[config.mk]
export PLATFORM = sky130hd
export DESIGN_NAME = i2c_bit_level_master_top
export DESIGN_NICKNAME = d
export VERILOG_FILES = /design/src/i2cbm_pkg.sv /design/src/i2c_bit_level_master_top.sv
export VERILOG_INCLUDE_DIRS = /design/src /design/src/src
export SDC_FILE = /design/constraint.sdc
export NUM_CORES = 1
export LEC_CHECK = 0
export ABC_AREA = 1
export BUFFER_PORTS_ARGS = -buffer_cell sky130_fd_sc_hd__buf_2
export CORE_MARGIN = 3
export CORE_UTILIZATION = 55
export DETAILED_ROUTE_END_ITERATION = 7
export PLACE_DENSITY = 0.83
export SLEW_MARGIN = 5
export SYNTH_ARGS = -nofsm -noshare
export SYNTH_HDL_FRONTEND = slang
export SYNTH_SLANG_ARGS = --single-unit
[constraint.sdc]
create_clock -name clk -period 4.83 [get_ports clk]
set_input_delay 0.966 -clock clk [delete_from_list [all_inputs] [get_ports clk]]
set_output_delay 0.966 -clock clk [all_outputs]
set_load 0.005 [all_outputs]
[src/i2c_bit_level_master_top_defines.svh]
// Assertion macros for the I2C bit-level master.
// Included by the modules that carry concurrent checks; needs a clk and rst in scope.
`ifndef I2C_BIT_LEVEL_MASTER_TOP_DEFINES_SVH
`define I2C_BIT_LEVEL_MASTER_TOP_DEFINES_SVH

// Check a property on every rising edge outside reset.
`define I2CBM_ASSERT(label, prop, msg) \
  label: assert property (@(posedge clk) disable iff (rst) prop) else $error(msg);

// Check a property on every rising edge, reset included.
`define I2CBM_ASSERT_ALWAYS(label, prop, msg) \
  label: assert property (@(posedge clk) prop) else $error(msg);

`endif

[src/i2cbm_pkg.sv]
// Shared types and codes for the I2C bit-level master.
// Used by i2c_bit_level_master_top; depends on nothing.
`timescale 1ns / 1ps

package i2cbm_pkg;

  // Command codes carried in the operation field
  localparam logic [2:0] OP_NONE  = 3'd0;
  localparam logic [2:0] OP_START = 3'd1;
  localparam logic [2:0] OP_STOP  = 3'd2;
  localparam logic [2:0] OP_WRITE = 3'd3;
  localparam logic [2:0] OP_READ  = 3'd4;
  localparam logic [2:0] OP_ACK   = 3'd5;
  localparam logic [2:0] OP_NACK  = 3'd6;
  localparam logic [2:0] OP_RACK  = 3'd7;

  // Steps per command
  localparam logic [4:0] STEPS_SHORT = 5'd3;
  localparam logic [4:0] STEPS_BYTE  = 5'd18;

  localparam logic [7:0] RESET_DELAY = 8'd10;

  // Register map
  localparam int unsigned ADDR_W = 3;
  localparam logic [ADDR_W-1:0] ADDR_DELAY_TICKS = 3'd0;

  typedef struct packed {
    logic [2:0] operation;
    logic [7:0] write_data;
    logic       sda_in;
  } in_item_t;

  typedef struct packed {
    logic       scl_out;
    logic       sda_out;
    logic       busy_res;
    logic       done_res;
    logic [7:0] read_byte;
    logic       ack_bit;
  } out_item_t;

endpackage

[src/i2c_bit_level_master_top.sv]
// I2C bit-level master: command sequencer with APB delay register.
// Depends on i2cbm_pkg and i2c_bit_level_master_top_defines.svh.
`timescale 1ns / 1ps
`include "i2c_bit_level_master_top_defines.svh"

// Each input transfer is one tick of the bus sequencer and yields exactly one output
// transfer carrying the SCL/SDA drive levels, busy, done, the last read byte and the
// last received ACK bit. The sequencer state is updated once per accepted tick, and
// the result sits in an output register, so a new tick is taken every clock cycle as
// long as the output side keeps taking results (in_ready is high whenever the output
// register is empty or being emptied). Commands (start, stop, write byte, read byte,
// ack, nack, receive ack) are only taken while idle; each step of a command holds its
// pin levels for delay_ticks ticks (0 acts as 1), set through the APB register at 0x0.
module i2c_bit_level_master_top (
  input  logic                         clk,
  input  logic                         rst,
  input  logic                         in_valid,
  output logic                         in_ready,
  input  i2cbm_pkg::in_item_t          in_item,
  output logic                         out_valid,
  input  logic                         out_ready,
  output i2cbm_pkg::out_item_t         out_item,
  input  logic                         psel,
  input  logic                         penable,
  input  logic                         pwrite,
  input  logic [i2cbm_pkg::ADDR_W-1:0] paddr,
  input  logic [31:0]                  pwdata,
  output logic [31:0]                  prdata,
  output logic                         pready
);
  import i2cbm_pkg::*;

  // Registers
  logic [7:0] delay_ticks;
  logic [2:0] current_command;
  logic [4:0] sequence_step;
  logic [7:0] delay_count;
  logic [7:0] shift_register;
  logic       scl_level;
  logic       sda_level;
  logic       ack_register;
  logic [7:0] held_read;

  logic [2:0] current_command_next;
  logic [4:0] sequence_step_next;
  logic [7:0] delay_count_next;
  logic [7:0] shift_register_next;
  logic       scl_level_next;
  logic       sda_level_next;
  logic       ack_register_next;
  logic [7:0] held_read_next;
  logic       done_next;

  logic       in_fire;
  logic [7:0] hold_length;
  logic [4:0] step_inc;
  logic [4:0] step_total;
  logic       delay_sel;

  // Pin levels set on entering step s of command cmd
  function automatic logic [1:0] step_levels(input logic [2:0] cmd, input logic [4:0] s,
                                             input logic [7:0] shreg, input logic scl,
                                             input logic sda);
    logic scl_v;
    logic sda_v;
    scl_v = scl;
    sda_v = sda;
    case (cmd)
      OP_START: begin
        if (s == 5'd0) begin
          scl_v = 1'b1;
          sda_v = 1'b1;
        end else if (s == 5'd1) begin
          sda_v = 1'b0;
        end else begin
          scl_v = 1'b0;
        end
      end
      OP_STOP: begin
        if (s == 5'd0) begin
          scl_v = 1'b0;
          sda_v = 1'b0;
        end else if (s == 5'd1) begin
          scl_v = 1'b1;
        end else begin
          sda_v = 1'b1;
        end
      end
      OP_WRITE: begin
        if (s < 5'd16) begin
          if (!s[0]) begin
            scl_v = 1'b0;
            sda_v = shreg[3'd7 - s[3:1]];
          end else begin
            scl_v = 1'b1;
          end
        end else if (s == 5'd16) begin
          scl_v = 1'b0;
        end else begin
          sda_v = 1'b1;
        end
      end
      OP_READ: begin
        if (s == 5'd0) begin
          sda_v = 1'b1;
        end else if (s < 5'd17) begin
          scl_v = ~s[0];
        end else begin
          scl_v = 1'b0;
        end
      end
      OP_ACK, OP_NACK: begin
        if (s == 5'd0) begin
          scl_v = 1'b0;
          sda_v = (cmd == OP_NACK);
        end else if (s == 5'd1) begin
          scl_v = 1'b1;
        end else begin
          scl_v = 1'b0;
        end
      end
      OP_RACK: begin
        if (s == 5'd0) begin
          sda_v = 1'b1;
        end else if (s == 5'd1) begin
          scl_v = 1'b1;
        end else begin
          scl_v = 1'b0;
        end
      end
      default: begin
      end
    endcase
    return {scl_v, sda_v};
  endfunction

  assign in_ready    = !out_valid || out_ready;
  assign in_fire     = in_valid && in_ready;
  assign hold_length = (delay_ticks == 8'd0) ? 8'd1 : delay_ticks;
  assign step_inc    = sequence_step + 5'd1;
  assign step_total  = (current_command == OP_WRITE || current_command == OP_READ) ?
                       STEPS_BYTE : STEPS_SHORT;

  always_comb begin
    current_command_next = current_command;
    sequence_step_next   = sequence_step;
    delay_count_next     = delay_count;
    shift_register_next  = shift_register;
    scl_level_next       = scl_level;
    sda_level_next       = sda_level;
    ack_register_next    = ack_register;
    held_read_next       = held_read;
    done_next            = 1'b0;
    if (current_command == OP_NONE) begin
      if (in_item.operation != OP_NONE) begin
        current_command_next = in_item.operation;
        sequence_step_next   = 5'd0;
        shift_register_next  = (in_item.operation == OP_WRITE) ? in_item.write_data : 8'd0;
        {scl_level_next, sda_level_next} = step_levels(in_item.operation, 5'd0,
                                                       shift_register_next, scl_level,
                                                       sda_level);
        delay_count_next     = hold_length;
      end
    end else if (delay_count > 8'd1) begin
      delay_count_next = delay_count - 8'd1;
    end else begin
      // Sample SDA at the end of an SCL high step
      if (current_command == OP_READ && sequence_step >= 5'd2 && sequence_step <= 5'd16 &&
          !sequence_step[0]) begin
        shift_register_next = {shift_register[6:0], in_item.sda_in};
      end
      if (current_command == OP_RACK && sequence_step == 5'd1) begin
        ack_register_next = in_item.sda_in;
      end
      if (step_inc >= step_total) begin
        if (current_command == OP_READ) begin
          held_read_next = shift_register_next;
        end
        current_command_next = OP_NONE;
        sequence_step_next   = 5'd0;
        delay_count_next     = 8'd0;
        done_next            = 1'b1;
      end else begin
        sequence_step_next = step_inc;
        {scl_level_next, sda_level_next} = step_levels(current_command, step_inc,
                                                       shift_register_next, scl_level,
                                                       sda_level);
        delay_count_next   = hold_length;
      end
    end
  end

  always_ff @(posedge clk) begin
    if (rst) begin
      current_command <= OP_NONE;
      sequence_step   <= 5'd0;
      delay_count     <= 8'd0;
      shift_register  <= 8'd0;
      scl_level       <= 1'b1;
      sda_level       <= 1'b1;
      ack_register    <= 1'b1;
      held_read       <= 8'd0;
      out_valid       <= 1'b0;
    end else begin
      if (in_fire) begin
        current_command <= current_command_next;
        sequence_step   <= sequence_step_next;
        delay_count     <= delay_count_next;
        shift_register  <= shift_register_next;
        scl_level       <= scl_level_next;
        sda_level       <= sda_level_next;
        ack_register    <= ack_register_next;
        held_read       <= held_read_next;
        out_valid       <= 1'b1;
      end else if (out_ready) begin
        out_valid <= 1'b0;
      end
    end
  end

  // Result register: load on every accepted tick
  always_ff @(posedge clk) begin
    if (in_fire) begin
      out_item.scl_out   <= scl_level_next;
      out_item.sda_out   <= sda_level_next;
      out_item.busy_res  <= (current_command_next != OP_NONE);
      out_item.done_res  <= done_next;
      out_item.read_byte <= held_read_next;
      out_item.ack_bit   <= ack_register_next;
    end
  end

  // APB delay register, decoded on the word address
  assign pready    = 1'b1;
  assign delay_sel = (paddr[ADDR_W-1:2] == ADDR_DELAY_TICKS[ADDR_W-1:2]);
  assign prdata    = delay_sel ? {24'd0, delay_ticks} : 32'd0;

  always_ff @(posedge clk) begin
    if (rst) begin
      delay_ticks <= RESET_DELAY;
    end else if (psel && penable && pwrite && pready && delay_sel) begin
      delay_ticks <= pwdata[7:0];
    end
  end

  `I2CBM_ASSERT(a_busy_has_hold, (current_command != OP_NONE) |-> (delay_count != 8'd0), "running command without a hold count")
  `I2CBM_ASSERT(a_idle_clean, (current_command == OP_NONE) |-> (sequence_step == 5'd0 && delay_count == 8'd0), "idle sequencer holds a stale step or count")
  `I2CBM_ASSERT(a_cmd_starts, (in_fire && current_command == OP_NONE && in_item.operation != OP_NONE) |=> (current_command != OP_NONE && out_item.busy_res), "accepted command did not start")
  `I2CBM_ASSERT_ALWAYS(a_done_not_busy, (out_valid && out_item.done_res) |-> !out_item.busy_res, "done reported while still busy")

endmodule

Word level (Yosys, flattened, before mapping)
Index checks and enable logic that the tools add are counted.
Storage, ports and cells
  flip-flop bits (word level): 57
  latch bits: 0
  memory bits (writable): 0
  ROM bits: 0
  input port bits: 54
  memories: 0
Cells by class
  $add $sub $neg: 3
  multipliers: 0
  div/mod/pow operators: 0
  order comparisons: 7
  equality and inequality tests: 19
  shifts and indexed selects: 0
  multiplexer cells: 67
  bitwise operators: 2
  reductions and logical operators: 26
Operators by type and width (count)
  two-way mux 8 bit: 17
  two-way mux 1 bit: 36
  two-way mux 5 bit: 5
  == test 3 bit (second input constant): 8
  == test 3 x 2 -> 1 bit (second input constant): 4
  two-way mux 3 bit: 4
  == test 5 x 1 -> 1 bit (second input constant): 2
  less-than comparator 5 bit (second input constant): 2
  > comparator 8 x 1 -> 1 bit (second input constant): 1
  logical AND 1 bit: 8
  logical NOT 8 bit: 1
  OR reduction 2 bit: 4
  subtractor 8 x 1 -> 8 bit (second input constant): 1
  == test 3 x 1 -> 1 bit (second input constant): 2
  case mux 1 bit (6 select lines): 1
  nonzero test 3 bit: 2
  adder 5 x 1 -> 5 bit (second input constant): 1
  == test 5 bit (second input constant): 1
  greater-or-equal comparator 5 x 2 -> 1 bit (second input constant): 1
  greater-or-equal comparator 5 bit: 1
  <= comparator 5 bit (second input constant): 1
  logical NOT 5 bit: 1
  case mux 1 bit (5 select lines): 1
  less-than comparator 3 x 4 -> 1 bit (second input constant): 1
  other kinds (15): 18

Depth between registers and ports, before layout
Gate-level depths: netlist of run 1.
  depth in word-level cells: 15
  depth in mapped cells: 20

Worst setup path before layout of run 1
No wires, ideal clock.
  path kind: register -> register
  start: reg sequence_step[1]
  end: reg out_item[10] (netlist name) (data pin)
  library setup time: 0.265 ns
  arrival time: 2.194 ns
  data required time: 4.565 ns
  setup slack: 2.370 ns
  stages on the path, launching flop included: 14
  cell sequence: dfxtp_1 > ha_1 > nand2_1 > inv_2 > nand2_2 > xor2_2 > inv_1 > ha_1 > o21ai_1 > nand2_2 > inv_2 > nor2_4 > o21ai_1 > or3_1
Between the ends
  cells in the longest elaborated chain, start to end: 6
RTL lines
  start: declaration: RTL line i2c_bit_level_master_top.sv:36  | logic [4:0] sequence_step;
  start signal: assignment: RTL line i2c_bit_level_master_top.sv:207  | sequence_step <= sequence_step_next;
  adder 5 x 1 -> 5 bit: RTL line i2c_bit_level_master_top.sv:140  | assign step_inc = sequence_step + 5'd1;
  greater-or-equal comparator 5 bit: RTL line i2c_bit_level_master_top.sv:175  | if (step_inc >= step_total) begin
  two-way mux 3 bit: RTL line i2c_bit_level_master_top.sv:175
  two-way mux 3 bit: RTL line i2c_bit_level_master_top.sv:164  | end else if (delay_count > 8'd1) begin
  two-way mux 3 bit: RTL line i2c_bit_level_master_top.sv:154  | if (current_command == OP_NONE) begin
  nonzero test 3 bit: RTL line i2c_bit_level_master_top.sv:226  | out_item.busy_res <= (current_command_next != OP_NONE);
  end: declaration: RTL line i2c_bit_level_master_top.sv:22  | output i2cbm_pkg::out_item_t out_item,
Every way passes these cells.
A chain may end at the register's enable or synchronous reset.

Worst setup path in the final report of run 1
  start: reg sequence_step[0]
  end: reg out_item[12] (netlist name) (data pin)
Between the ends
  cells in the longest elaborated chain, start to end: 8
RTL lines
  adder 5 x 1 -> 5 bit *: RTL line i2c_bit_level_master_top.sv:140
  less-than comparator 5 bit (tied with other cells): RTL line i2c_bit_level_master_top.sv:106  | end else if (s < 5'd17) begin
  two-way mux 1 bit (on tied branches)
  two-way mux 1 bit (tied with other cells): RTL line i2c_bit_level_master_top.sv:104  | if (s == 5'd0) begin
  case mux 1 bit (6 select lines): RTL line i2c_bit_level_master_top.sv:68  | case (cmd)
  two-way mux 1 bit *: RTL line i2c_bit_level_master_top.sv:175
  two-way mux 1 bit *: RTL line i2c_bit_level_master_top.sv:164
  two-way mux 1 bit *: RTL line i2c_bit_level_master_top.sv:154
  via scl_level_next: RTL line i2c_bit_level_master_top.sv:48  | logic scl_level_next;
Mark *: on every way through the listed nets, which the timed path passes. The rest lies on a longest branch.

==> results.yml, run 1 <==
setup_path:
  worst_path_max_delay_cell: "dfxtp_1"
  critPathArrivalTime_ns: 3.04
  max_stage_delay_ns: 0.58
  r2r_end: "out_item[12]"
  cp_max_fo: 10
  crit_path_cell_trace: "ha_1, nand2_1, inv_2, nand2_2, xor2_2, inv_1, ha_1, o21ai_1, nand2_2, nor2_2, inv_2, nand2_2, o21ai_1, clkinv_1, nand2_1, inv_1"
  startpoint_type: "register"
  crit_path_frequent_cell: "nand2_2"
  critPathKind: "register to register"
  worst-endpoint-required_ns: 4.93
  regToRegStartpoint: "sequence_step[0]"
  setup.reg_to_reg.worst_slack_ns: 1.89
  cp-end-kind: "register"
  reg2regPathDepth: 16
clocking:
  htree_num_levels: 3
  clock_tree.buffer_depth: 2
  cts_buffers: 9
  clk_pin_slew_worst_paths_ns: 0.06
  cts_resized: 0
  numClockSinks: 57
  clock_tree_from_tritoncts: "built"
  root_buffer: "clkbuf_8"
  cts_setup_buffers: 0
  clock_latency_ns: 0.34
  cts-hold-fix-buffers: 0
logic_synthesis:
  synth_top_cells_by_area: "dfxtp_1 24%, edfxtp_1 11%, nand2_1 7.5%, inv_1 7.4%, a21oi_1 6.9%"
  synth.top_cells.by_count: "74 x nand2_1, 73 x inv_1, 51 x a21oi_1"
  synth-main-ff-cell: "dfxtp_1"
  number_of_enable_type_register_cells_in_the_synthesized_netlist: 13
  post-synth-top-area-cell: "dfxtp_1"
  synth.distinct_cells: 46
  post_synth_instance_area_um2: 3700
  synth_seq_area_share: 0.344
  syn-mean-instance-area_um2: 7.35
  synthMostInstantiatedCell: "nand2_1"
  number_of_instances_in_the_synthesized_netlist: 503
  ys_seq_elements: 57
  synth_top_area_frac: 0.238
  synthArstFlopShare: 0
  yosys_warnings: 0
worst_hold_path:
  min_to: "delay_count[4]"
  whs_path_depth: 2
  worst_hold_startpoint: "delay_ticks[4]"
  hold_class: "register to register"
cells_and_area:
  n_antenna_cell: 0
  layout.core_utilization: 0.630
  finalNonFillerCells: 630
  finalInstanceArea_um2: 4040
  syn_to_final_growth_pct: 9.37
  finalNetCount: 610
  drive_above_1_share: 0.212
global_route:
  maximum_number_of_pins_on_one_net_before_global_route_repair: 32
  gr-usage-all-layers: 0.217
  grt_first_pass_wirelength_um: 13300
  globalRouteOverflowTotal: 0
  busiest_layer: "met2"
  number_of_antenna_violations_at_the_first_check_in_global_routing: 0
  global_route.usage.met1: 0.282
  grt_pass1_vias: 2982
  grt_util_met2: 0.348
  grtUsageMet3: 0.0517
pwr:
  cellLeakagePower_nw: 1.98
  internal_power_mw: 0.850
  p_per_area_nw_per_um2: 311
  p_seq_frac: 0.442
  netSwitchingFraction: 0.325
  combPwrFrac: 0.243
  peakVddDrop_v: 0.000176
  total_switching_power_mw: 0.410
  design_power_total_mw: 1.26
  power.share.clock: 0.314
placement:
  place_inst: 614
  place_area_um2: 3870
  detailedPlace.worstSlack_ns: 1.91
  gpl.final_weighted_congestion: 1.01
  detailedPlacementHpwl_um: 5830
  port_buffers: 50
timing:
  finalHoldViolCount: 0
  final_period_minus_worst_setup_slack_ns: 2.94
  fin_crit_sh: 0.609
  relSlewSlack: 0.630
  fin_worst_skew_ns: 0.00844
  max_freq_mhz: 340
  rsz0062_at_grt: "no"
  fin_worst_hold_slack_ns: 0.474
  setup_failing_eps_final: 0
  final.setup.worst_slack_ns: 1.89
  worstMarginPinSlew_ns: 0.555
  finalMaxSlewViolations: 0
  finalSetupTns_ns: 0
floorplan:
  core_area_um2: 6420
  die_h_um: 88.0
  rows: 29
  fp.dieW_um: 88.0
  die_area_um2: 7740
  pin_count: 102
  initial_util: 0.576
detailed_routing:
  drt_first_pass_iters: 6
  drt-wirelength-per-cell_um: 12.6
  final_wl_um: 7950
  remaining_drc_errors: 0
  antenna_violating_nets_post_route: 0
  detailedRoute.firstIterationViolations: 182
  via_per_inst: 5.28
  vias: 3329
outcome:
  run_status: "finished, final reports clean"
flow_run:
  drv_cap: 0
flip-flops by register name, summed over array words and instances, names as in the netlist:
name / cells
held_read: 8
shift_register: 8
scl_level: 1
delay_count: 8
delay_ticks: 8
sequence_step: 5
ack_register: 1
sda_level: 1
out_item: 13
out_valid: 1
current_command: 3
worst max path at each step:
stage / from / end / cells past startpoint
floorplan: sequence_step[1] / out_item[10] / 13
global placement: sequence_step[0] / out_item[12] / 16
detailed placement: sequence_step[0] / out_item[12] / 16
CTS: sequence_step[0] / out_item[12] / 16
global route: sequence_step[0] / out_item[12] / 16
finish: sequence_step[0] / out_item[12] / 16
layout by cell type, fill, tap and decap left out, drive strengths merged, types with 2 or more instances in the layout:
| cell | n |
|---|---|
| nor2 | 46 |
| and2 | 4 |
| a221oi | 6 |
| o22ai | 2 |
| or2 | 2 |
| nand4 | 11 |
| xor2 | 4 |
| a21oi | 51 |
| o211ai | 5 |
| buf | 52 |
| nor3 | 6 |
| clkinv | 4 |
| conb | 25 |
| a31oi | 6 |
| inv | 80 |
| a22oi | 2 |
| dfxtp | 44 |
| edfxtp | 13 |
| xnor2 | 2 |
| clkbuf | 13 |
| ha | 8 |
| nand2 | 89 |
| o21ai | 50 |
| nand3 | 20 |
cells by family after synthesis:
group                    synth area share
other                             0.00203
AND/OR/NAND/NOR                     0.248
AO/OA/AOI/OAI                       0.201
XOR/XNOR                           0.0183
flip-flops                          0.344
adder cells (fa/ha/maj)            0.0271
buffers and inverters               0.160
worst max-delay path: cells and delay by family (launching register included):
family,cells,cell delay (ns)
xor+xnor,1,0.30
fa+ha+maj,2,0.57
flops,1,0.58
compound gates,2,0.23
buf+inv,5,0.48
simple gates,6,0.53
power by group through the flow:
stage          sequential, mW  combinational (mW)  clock (mW)
2_1_floorplan           0.560               0.246           0
3_3_place_gp            0.566               0.294           0
3_5_place_dp            0.566               0.302           0
4_1_cts                 0.557               0.304       0.404
5_1_grt                 0.562               0.350       0.423
6_report                0.557               0.306       0.396
per-layer routing:
layer | part of all wire | vias up
met2 | 0.46 | 120
li1 | - | 1691
met5 | 0 | -
met4 | 0.013 | 0
met3 | 0.075 | 13
met1 | 0.45 | 1505
layout make-up:
cell class / instances / area (um^2)
clock buffers: 13 / 159
multi-input cells: 346 / 1920
fillers: 593 / 2380
clock inverters: 3 / 17.5
repair buffers: 52 / 265
well taps: 77 / 96.3
inverters: 82 / 315
flip-flops and latches: 57 / 1270
(Power assumes the default switching activity.)
==> run 2: changes to the inputs <==
--- a/config.mk
+++ b/config.mk
@@ -9,9 +9,9 @@
 export ABC_AREA = 1
 export BUFFER_PORTS_ARGS = -buffer_cell sky130_fd_sc_hd__buf_2
 export CORE_MARGIN = 3
-export CORE_UTILIZATION = 55
+export CORE_UTILIZATION = 48
 export DETAILED_ROUTE_END_ITERATION = 7
-export PLACE_DENSITY = 0.83
+export PLACE_DENSITY = 0.77
 export SLEW_MARGIN = 5
 export SYNTH_ARGS = -nofsm -noshare
 export SYNTH_HDL_FRONTEND = slang
==> constraint.sdc (replaced) <==
create_clock -name clk -period 2.4 [get_ports clk]
set_input_delay 0.48 -clock clk [delete_from_list [all_inputs] [get_ports clk]]
set_output_delay 0.48 -clock clk [all_outputs]
set_load 0.005 [all_outputs]
==> results.yml, run 2 (synthesis results as in run 1) <==
pwr:
  p_seq_frac: 0.429
  power.share.clock: 0.310
  p_per_area_nw_per_um2: 600
  cellLeakagePower_nw: 2.12
  internal_power_mw: 1.75
  netSwitchingFraction: 0.330
  total_switching_power_mw: 0.860
  combPwrFrac: 0.260
  design_power_total_mw: 2.61
  peakVddDrop_v: 0.000256
floorplan:
  pin_count: 102
  rows: 31
  initial_util: 0.502
  fp.dieW_um: 93.8
  die_h_um: 93.8
  core_area_um2: 7370
  die_area_um2: 8790
placement:
  port_buffers: 50
  detailedPlace.worstSlack_ns: 0.000772
  detailedPlacementHpwl_um: 6300
  gpl.final_weighted_congestion: 0.900
clocking:
  numClockSinks: 57
  cts_buffers: 9
  htree_num_levels: 3
  clock_latency_ns: 0.34
  clock_tree.buffer_depth: 2
  root_buffer: "clkbuf_8"
  clock_tree_from_tritoncts: "built"
  clk_pin_slew_worst_paths_ns: 0.06
detailed_routing:
  detailedRoute.firstIterationViolations: 186
  final_wl_um: 8760
  via_per_inst: 5.12
  drt_first_pass_iters: 5
  vias: 3424
  drt-wirelength-per-cell_um: 13.1
  remaining_drc_errors: 0
  antenna_violating_nets_post_route: 0
timing:
  final.setup.worst_slack_ns: 0.0842
  setup_failing_eps_final: 0
  relSlewSlack: 0.621
  fin_worst_skew_ns: 0.00866
  worstMarginPinSlew_ns: 0.569
  finalHoldViolCount: 0
  max_freq_mhz: 432
  finalMaxSlewViolations: 0
  fin_crit_sh: 0.965
  final_period_minus_worst_setup_slack_ns: 2.32
setup_path:
  worst_path_max_delay_cell: "or3_1"
  reg2regPathDepth: 13
  wp_buf_inv: 3
  max_stage_delay_ns: 0.37
  r2r_end: "out_item[10]"
  critPathArrivalTime_ns: 2.40
  cp-end-kind: "register"
  cp.depth: 13
  worst_path_dominant_cell_family: "simple AND/OR/NAND/NOR gates"
  critPathKind: "register to register"
  crit_path_cell_trace: "ha_4, nand2_4, inv_4, nand2_4, xor2_4, inv_2, ha_4, o21ai_2, nand2_2, inv_2, nor2_4, o21ai_2, or3_1"
  regToRegStartpoint: "sequence_step[1]"
  cp_max_fo: 5
  startpoint_type: "register"
  worst-endpoint-required_ns: 2.48
  setup.reg_to_reg.worst_slack_ns: 0.08
worst_hold_path:
  min_to: "delay_ticks[3]"
  hold_class: "input port to register"
  whs_path_depth: 3
  worst_hold_startpoint: "pwdata[3]"
cells_and_area:
  syn_to_final_growth_pct: 17.4
  largest_reg_flops: 13
  finalNetCount: 627
  most_frequent_cells_in_the_layout: "73 x nand2_1, 71 x inv_1, 51 x a21oi_1, 50 x buf_2, 40 x dfxtp_1"
  n_antenna_cell: 0
  layout_commonest_cell: "nand2_1"
  drive_above_1_share: 0.267
  registers.top_by_ff_count: "out_item"
outcome:
  run_status: "finished, final reports clean"
global_route:
  grt_pass1_vias: 3155
  globalRouteOverflowTotal: 0
  busiest_layer: "met2"
  grt_util_met2: 0.348
  number_of_antenna_violations_at_the_first_check_in_global_routing: 0
  grtUsageMet3: 0.0457
  maximum_number_of_pins_on_one_net_before_global_route_repair: 31
  global_route.usage.met1: 0.253
  gr-usage-all-layers: 0.204
  grt_first_pass_wirelength_um: 14300
flow_run:
  drv_cap: 0
-- run 2: worst max path at each step --
stage / from / endpoint / slack, ns
4_1_cts: sequence_step[0] / out_item[10] / 0.007
3_5_place_dp: sequence_step[0] / out_item[10] / 0.0008
3_3_place_gp: sequence_step[0] / out_item[12] / 0.06
5_1_grt: sequence_step[1] / out_item[10] / -0.02
6_report: sequence_step[1] / out_item[10] / 0.08
2_1_floorplan: sequence_step[0] / out_item[10] / 0.04
-- run 2: layer usage --
layer,part of all wire,up-vias,wire [um]
met1,0.43,1564,3790
li1,-,1734,-
met3,0.062,10,544
met2,0.49,116,4310
met4,0.014,0,119
met5,0,-,0
-- run 2: worst register-to-register path, stage by stage (launching register included) --
cell	delay [ns]
dfxtp_2	0.34
ha_4	0.17
nand2_4	0.08
inv_4	0.05
nand2_4	0.07
xor2_4	0.16
inv_2	0.08
ha_4	0.27
o21ai_2	0.05
nand2_2	0.11
inv_2	0.05
nor2_4	0.18
o21ai_2	0.09
or3_1	0.37
-- run 2: repair_timing --
action,4_1_cts,5_1_grt
hold buffers,0,0
cloned,0,1
setup endpoints to repair,6,27
pin swaps,1,3
buffers inserted,0,3
gates resized for setup,3,27
-- run 2: stage by stage --
stage | instance area [um^2] | hold slack [ns] | utilization | setup TNS [ns] | instances
floorplan | 3800 | 0.443 | - | 0 | 526
global placement | 4010 | 0.452 | 0.543 | 0 | 649
detailed placement | 4010 | 0.469 | 0.543 | 0 | 649
CTS | 4190 | 0.345 | 0.568 | 0 | 665
global route | 4340 | 0.375 | 0.589 | -0.0267 | 669
finish | 4340 | 0.354 | 0.589 | 0 | 669
-- run 2: power groups by stage --
stage	logic (mW)	clock network [mW]	registers, mW
floorplan	0.496	0	1.13
global placement	0.623	0	1.13
detailed placement	0.639	0	1.14
CTS	0.646	0.826	1.12
global route	0.764	0.871	1.13
finish	0.678	0.809	1.12
-- run 2: layout make-up --
| cell class | instances | area, um^2 |
|---|---|---|
| Clock buffer | 13 | 159 |
| Clock inverter | 3 | 16.3 |
| Fill cell | 681 | 3030 |
| Inverter | 82 | 323 |
| Multi-Input combinational cell | 346 | 2040 |
| Sequential cell | 57 | 1280 |
| Tap cell | 99 | 124 |
| Timing Repair Buffer | 68 | 389 |
| Timing Repair inverter | 1 | 8.76 |
